### config.mk
export PLATFORM = sky130hd
export DESIGN_NAME = grdc_ctrl
export DESIGN_NICKNAME = d
export VERILOG_FILES = /design/src/grdc_pkg.sv /design/src/grdc_ctrl.sv
export VERILOG_INCLUDE_DIRS = /design/src /design/src/src
export SDC_FILE = /design/constraint.sdc
export NUM_CORES = 1
export LEC_CHECK = 0
export ABC_AREA = 1
export BUFFER_PORTS_ARGS = -buffer_cell sky130_fd_sc_hd__buf_2
export CAP_MARGIN = 20
export CORE_MARGIN = 5
export CORE_UTILIZATION = 25
export DETAILED_ROUTE_END_ITERATION = 7
export PLACE_DENSITY = 0.56
export SLEW_MARGIN = 30
export SYNTH_ARGS = -nofsm -noshare
export SYNTH_HDL_FRONTEND = slang
export SYNTH_SLANG_ARGS = --single-unit
### constraint.sdc
create_clock -name clock -period 2.31 [get_ports clock]
set_input_delay 0.693 -clock clock [delete_from_list [all_inputs] [get_ports clock]]
set_output_delay 0.693 -clock clock [all_outputs]
set_load 0.005 [all_outputs]
### src/grid_ray_dda_column_caster_defines.svh
// Assertion helpers used by the controller.
`ifndef GRID_RAY_DDA_COLUMN_CASTER_DEFINES_SVH
`define GRID_RAY_DDA_COLUMN_CASTER_DEFINES_SVH

// Same-cycle implication, checked at every rising clock edge outside reset.
`define GRDC_ASSERT_IMP(label, ante, cons, msg) \
   label: assert property (@(posedge clock) disable iff (reset) (ante) |-> (cons)) \
      else $error(msg);

// Next-cycle implication.
`define GRDC_ASSERT_NXT(label, ante, cons, msg) \
   label: assert property (@(posedge clock) disable iff (reset) (ante) |=> (cons)) \
      else $error(msg);

`endif

### src/grdc_pkg.sv
package grdc_pkg;

   localparam int DIV_W = 40;

   localparam logic [DIV_W-1:0] DELTA_NUM = 40'h40_0000_0000;
   localparam logic [50:0]      DELTA_MAX = {1'b1, 50'b0};
   localparam logic [11:0]      LINE_MAX  = 12'd4095;

   localparam logic [7:0] CHAR_STAR  = 8'h2A;
   localparam logic [7:0] CHAR_X     = 8'h58;
   localparam logic [7:0] CHAR_AMP   = 8'h26;
   localparam logic [7:0] CHAR_SPACE = 8'h20;

   localparam logic [1:0] CLASS_STAR  = 2'd0;
   localparam logic [1:0] CLASS_CROSS = 2'd1;
   localparam logic [1:0] CLASS_OTHER = 2'd2;
   localparam logic [1:0] CLASS_AMP   = 2'd3;

   localparam logic [2:0] CSR_POS_X         = 3'd0;
   localparam logic [2:0] CSR_POS_Y         = 3'd1;
   localparam logic [2:0] CSR_DIR_X         = 3'd2;
   localparam logic [2:0] CSR_DIR_Y         = 3'd3;
   localparam logic [2:0] CSR_PLANE_X       = 3'd4;
   localparam logic [2:0] CSR_PLANE_Y       = 3'd5;
   localparam logic [2:0] CSR_SCREEN_WIDTH  = 3'd6;
   localparam logic [2:0] CSR_SCREEN_HEIGHT = 3'd7;

   typedef enum logic [3:0] {
      ST_IDLE,
      ST_CAM_WAIT,
      ST_RAY_MUL,
      ST_RAY_ADD,
      ST_DX_START,
      ST_DX_WAIT,
      ST_DY_WAIT,
      ST_SD_INIT,
      ST_STEP,
      ST_ADDR,
      ST_TEST,
      ST_LH_MUL,
      ST_LH_START,
      ST_LH_WAIT,
      ST_EMIT
   } state_type;

   typedef enum logic [3:0] {
      OP_NONE,
      OP_LOAD,
      OP_CAM_SAVE,
      OP_RAY_MUL,
      OP_RAY_ADD,
      OP_DX_START,
      OP_DX_SAVE,
      OP_DY_SAVE,
      OP_SD_INIT,
      OP_STEP,
      OP_HIT,
      OP_LH_MUL,
      OP_LH_START,
      OP_LH_SAVE,
      OP_EMIT
   } op_type;

   typedef struct packed {
      logic req_cast;
      logic div_done;
      logic oob;
      logic wall;
      logic limit;
   } dp_stat_type;

   function automatic logic [1:0] color_of(input logic [7:0] c);
      logic [1:0] r;
      case (c)
         CHAR_STAR: r = CLASS_STAR;
         CHAR_X:    r = CLASS_CROSS;
         CHAR_AMP:  r = CLASS_AMP;
         default:   r = CLASS_OTHER;
      endcase
      return r;
   endfunction

endpackage

### src/grdc_ctrl.sv
`include "grid_ray_dda_column_caster_defines.svh"

module grdc_ctrl (
   input  logic                  clock,
   input  logic                  reset,
   input  logic                  req_tvalid,
   output logic                  req_tready,
   output logic                  rsp_tvalid,
   input  logic                  rsp_tready,
   input  grdc_pkg::dp_stat_type stat,
   output grdc_pkg::op_type      cmd
);
   import grdc_pkg::*;

   state_type state_ff, state_in;
   logic      rsp_valid_ff, rsp_valid_in;

   always_ff @(posedge clock) begin
      if (reset) begin
         state_ff     <= ST_IDLE;
         rsp_valid_ff <= 1'b0;
      end else begin
         state_ff     <= state_in;
         rsp_valid_ff <= rsp_valid_in;
      end
   end

   always_comb begin
      state_in = state_ff;
      cmd      = OP_NONE;
      case (state_ff)
         ST_IDLE: begin
            if (req_tvalid) begin
               cmd = OP_LOAD;
               if (stat.req_cast) begin
                  state_in = ST_CAM_WAIT;
               end
            end
         end
         ST_CAM_WAIT: begin
            if (stat.div_done) begin
               cmd      = OP_CAM_SAVE;
               state_in = ST_RAY_MUL;
            end
         end
         ST_RAY_MUL: begin
            cmd      = OP_RAY_MUL;
            state_in = ST_RAY_ADD;
         end
         ST_RAY_ADD: begin
            cmd      = OP_RAY_ADD;
            state_in = ST_DX_START;
         end
         ST_DX_START: begin
            cmd      = OP_DX_START;
            state_in = ST_DX_WAIT;
         end
         ST_DX_WAIT: begin
            if (stat.div_done) begin
               cmd      = OP_DX_SAVE;
               state_in = ST_DY_WAIT;
            end
         end
         ST_DY_WAIT: begin
            if (stat.div_done) begin
               cmd      = OP_DY_SAVE;
               state_in = ST_SD_INIT;
            end
         end
         ST_SD_INIT: begin
            cmd      = OP_SD_INIT;
            state_in = ST_STEP;
         end
         ST_STEP: begin
            cmd      = OP_STEP;
            state_in = ST_ADDR;
         end
         ST_ADDR: begin
            // drop out without a hit when the step left the map
            state_in = stat.oob ? ST_EMIT : ST_TEST;
         end
         ST_TEST: begin
            if (stat.wall) begin
               cmd      = OP_HIT;
               state_in = ST_LH_MUL;
            end else if (stat.limit) begin
               state_in = ST_EMIT;
            end else begin
               state_in = ST_STEP;
            end
         end
         ST_LH_MUL: begin
            cmd      = OP_LH_MUL;
            state_in = ST_LH_START;
         end
         ST_LH_START: begin
            cmd      = OP_LH_START;
            state_in = ST_LH_WAIT;
         end
         ST_LH_WAIT: begin
            if (stat.div_done) begin
               cmd      = OP_LH_SAVE;
               state_in = ST_EMIT;
            end
         end
         ST_EMIT: begin
            if (!rsp_valid_ff || rsp_tready) begin
               cmd      = OP_EMIT;
               state_in = ST_IDLE;
            end
         end
         default: state_in = ST_IDLE;
      endcase

      rsp_valid_in = rsp_valid_ff;
      if (rsp_valid_ff && rsp_tready) begin
         rsp_valid_in = 1'b0;
      end
      if (cmd == OP_EMIT) begin
         rsp_valid_in = 1'b1;
      end
   end

   assign req_tready = (state_ff == ST_IDLE);
   assign rsp_tvalid = rsp_valid_ff;

   `GRDC_ASSERT_IMP(a_test_follows_addr, state_ff == ST_TEST, $past(state_ff) == ST_ADDR, "map test without address cycle")
   `GRDC_ASSERT_NXT(a_emit_sets_valid, cmd == OP_EMIT, rsp_valid_ff, "result transfer not offered after emit")
   `GRDC_ASSERT_IMP(a_div_done_in_wait, stat.div_done, state_ff == ST_CAM_WAIT || state_ff == ST_DX_WAIT || state_ff == ST_DY_WAIT || state_ff == ST_LH_WAIT, "divider finished outside a wait state")
endmodule
; Yosys cells after proc, flatten, opt, wreduce, memory -nomap -nowiden
; Cells that the tools add are included.
; Widths: inputs -> output; s select.
[classes]
n_eq_ne = 22
n_mux = 21
reduce_logical = 6
[op_table]
columns = op, n
row1 = $pmux 4 s15, 1
row2 = $pmux 4 s14, 1
row3 = $mux 4, 10
row4 = $eq 4x4->1 const B, 8
row5 = $eq 4x3->1 const B, 4
row6 = $mux 3, 5
row7 = $ne 2x2->1 const B, 6
row8 = $eq 4x2->1 const B, 2
row9 = $reduce_and 7->1, 1
row10 = $eq 4x1->1 const B, 1
row11 = $logic_not 4->1, 1
row12 = $mux 1, 3
row13 = $mux 2, 1
row14 = $ne 2x1->1 const B, 1
row15 = $reduce_bool 2->1, 1
row16 = $logic_and 1x1->1, 1
row17 = $logic_not 1->1, 1
row18 = $logic_or 1x1->1, 1
[word_totals]
reg_bits = 5
inputBits = 9
word_cells = 51

; Logic depth before layout (Yosys ltp)
[depth]
depth_word = 6
depth_mapped = 9
depth_no_buf = 9

; Worst setup path before layout
; OpenSTA, ideal clock, no wires.
[synth_timing]
path_kind = input -> output
startpoint = in rsp_tready
endpoint = out cmd[2]
t_arrival_ps = 1233
slack_ps = 384
stages = 5
n_path_buf = 0
cell_sequence = nor2_1 -> inv_1 -> nand3_1 -> o211a_1 -> nand4_1
[synth_between]
elab_chain_cells = 3
[synth_rtl]
columns = item, line_no
row1 = from (decl), grdc_ctrl.sv:9  ; input logic rsp_tready,
row2 = $logic_or 1x1->1, grdc_ctrl.sv:107  ; if (!rsp_valid_ff || rsp_tready) begin
row3 = $mux 4, grdc_ctrl.sv:107
row4 = $pmux 4 s14, grdc_ctrl.sv:31  ; case (state_ff)
row5 = to (decl), grdc_ctrl.sv:11  ; output grdc_pkg::op_type cmd
; Every way passes these cells.

; Worst setup path after layout
; Ends and elaborated chain as after synthesis.

==> summary.md <==
| Metric | Value |
|---|---|
| Final setup TNS | `0 ns` |
| Antenna viol nets, final | `0` |
| Hold_buf cts | `0` |
| Skew final | `between 0.007 and 0.008 ns` |
| Synth area leader | `dfxtp_1` |
| Seq cells post-synth | `5` |
| Cells after Synth | `around 100` |
| # nets final | `134` |
| CP Cell Sequence | `buf_2 -> nor2_1 -> inv_1 -> nand3_1 -> o211a_1 -> nand4_1 -> buf_2` |
| Worst setup SP type | `input pin` |
| Hpwl dp | `1.308 mm` |
| Number of inserted diodes | `0` |
| R2r endpoint | `state_ff[0]$_SDFFE_PP0P_` |
| Initial core utilization | `0.2589` |
| First-pass GRT wire length | `2.787 mm` |
| Crit path arrival time | `1.55 ns` |
| Worst vdd ir | `0.0004309 V` |
| CP Launch Point | `rsp_tready` |
| Critical Path Sink Type | `primary output` |
| R2R cell count | `6` |
| Relative slew slack | `0.8277` |
| Post_cts resized | `0` |
| Via density | `between 4 and 5` |
| Top cell type's share of synthesized area | `0.1782` |
| Worst Hold Class | `register to register` |
| Number of port buffers | `14` |
| RSZ-0062 raised after global routing | `no` |
| Post-Syn Nets | `113` |
| DRT Pass-1 Iters | `4` |
| RR Startpoint | `state_ff[1]$_SDFFE_PP0P_` |
| Grt ovf | `0` |
| Pwr/cell area | `745.7 nW/um^2` |
| WL/cell | `10.37 um` |
| Max-cap violations | `0` |
| Slowest cell on the critical path | `o211a_1` |
| Area grow syn2layout | `26.95%` |
| Drt initial violations | `1` |
| Post-synth design cell area | `about 560 um^2` |
| EDFF count, synth | `0` |
| Largest net degree at the start of global routing | `8` |
| P_leak | `0.3726 nW` |
| HP Start | `state_ff[0]$_SDFFE_PP0P_` |
| Clk buf depth | `2` |
| Share of cells above drive strength 1 | `0.2823` |
| Worst-path clk slew | `~0.04 ns` |
| Root Buffer | `clkbuf_4` |
| Dpl ws | `0.09123 ns` |
| Most frequent cell after synthesis | `nand2_1` |
| Tcrit/Tclk final | `0.9697` |
| Vias in the first global route | `around 670` |
| Final worst slack | `0.06998 ns` |
| Core area | `2170 um^2` |
| Crit Path Max Fanout | `2` |
| Crit path top cell by count | `buf_2` |
| H-tree depth | `1` |
| Drt total wl | `1.576 mm` |
| Clk_lat worst skew | `between 0.2 and 0.25 ns` |
| TritonCTS clock tree | `built` |
| Sink Count | `5` |
| Worst slew pin tran | `0.2581 ns` |
| Vias | `687` |
| Antenna violations before repair | `0` |
| Required time of the critical path | `approximately 1.6 ns` |
| Final Max Tran Viols | `0` |
| Die extent in x | `57.41 um` |
| YS warnings | `0` |
| Largest stage delay on the critical path | `between 0.15 and 0.2 ns` |
| Ys async rst share | `0` |
| Part of the Yosys area used for sequential elements | `0.1782` |
| Floorplan row count | `17` |
| F_max | `approximately 450 MHz` |
| Global Route Usage Sum | `0.1048` |
| FF-to-FF setup slack | `between 1 and 1.5 ns` |
| Num ports | `15` |
| GP Congestion | `0.8649` |
| Clock buffer count from CTS | `3` |
| Die Ht | `~57 um` |
| Top cells by count, synth | `nand2_1, nor2_1, inv_1, nand3_1, a21oi_1` |
| Status | `completed` |
| Post-synth cell types | `17` |
| Synth Flop Type | `dfxtp_1` |
| Min Tclk post-route | `2.240 ns` |
| Crit path to | `cmd[2]` |
| Die Area | `3295 um^2` |
| Post-CTS setup buffers | `0` |
| Post-route DRC violation count | `0` |
| DP Area | `about 700 um^2` |
| Finished Cell Area | `between 700 and 800 um^2` |
| Final-layout fill cell count | `259` |
| Crit Path Class | `input pin to primary output` |
| Setup violators final | `0` |
| Synth area leaders | `dfxtp_1, nand2_1, nor2_1` |
| Mapped Avg Cell Area | `5.402 um^2` |
| Final Hold Viols | `0` |
==> flip-flops by register name, summed over array words and instances, names as in the netlist <==
name	count
rsp_tvalid	1
state_ff	4
==> per-layer routing <==
| layer | share of wire | track usage | vias up |
|---|---|---|---|
| met5 | 0 | 0 | - |
| met4 | 0 | 0.04636 | 0 |
| met3 | 0.034 | 0.02715 | 0 |
| met2 | 0.48 | 0.1613 | 16 |
| met1 | 0.48 | 0.1364 | 300 |
| li1 | - | - | 371 |
==> kinds of logic (layout without fill, tap and decap cells) <==
kind of cell           count (synthesis)  count (layout)  share of synthesized area
and+or+nand+nor                       70              70                     0.5946
buffers and inverters                 18              38                     0.1203
AOI/OAI and AO/OA                     11              11                     0.1069
DFF                                    5               5                     0.1782
==> power breakdown <==
| part | internal, mW | switching [mW] | leakage, nW |
|---|---|---|---|
| Clock | 0.0653 | 0.0363 | 0.0150 |
| Combinational | 0.114 | 0.190 | 0.316 |
| Sequential | 0.102 | 0.0241 | 0.0414 |
| Total | 0.281 | 0.250 | 0.373 |
==> layout make-up <==
cell class                 count  area, um^2  area share
sequential                     5       102.6      0.1439
timing repair buffer          16       85.08      0.1193
multi-input combinational     81       396.6      0.5561
inverter                      18       67.56     0.09474
clock buffer                   4       26.28     0.03684
tap                           28       35.03     0.04912
==> stage by stage <==
stage          cells  power, mW  utilization  hold WS [ns]
2_1_floorplan    104     0.3438            -        0.4832
3_3_place_gp     148     0.4285       0.3143        0.5193
3_5_place_dp     148     0.4273       0.3143        0.5194
4_1_cts          152     0.5323       0.3264        0.5259
5_1_grt          152     0.5953       0.3287        0.5268
6_report         152     0.5318       0.3287        0.5001
==> worst max-delay path, delay by kind of cell <==
family | cells | cell delay [ns]
buffers and inverters | 3 | 0.32
AND/OR/NAND/NOR | 3 | 0.35
AO/OA/AOI/OAI | 1 | 0.19
==> placed cells by master, fill, tap and decap left out, types with 3 or more instances in the layout <==
cell type / n
nor2_1: 18
inv_1: 14
inv_2: 4
clkbuf_4: 3
nand3_1: 10
nand2_1: 26
dfxtp_1: 3
nand4_1: 3
nor2_2: 3
a21oi_1: 8
nand2_2: 4
buf_2: 14
==> worst min path at each step <==
stage	endpoint	slack [ns]	cells past startpoint
after floorplan	state_ff[0]$_SDFFE_PP0P_	0.48	2
final	state_ff[0]$_SDFFE_PP0P_	0.50	2
after global placement	state_ff[0]$_SDFFE_PP0P_	0.52	2
after detailed placement	state_ff[0]$_SDFFE_PP0P_	0.52	2
after CTS	state_ff[0]$_SDFFE_PP0P_	0.53	2
after global routing	state_ff[0]$_SDFFE_PP0P_	0.53	2
Note: power is estimated with default switching activity, not from simulation.
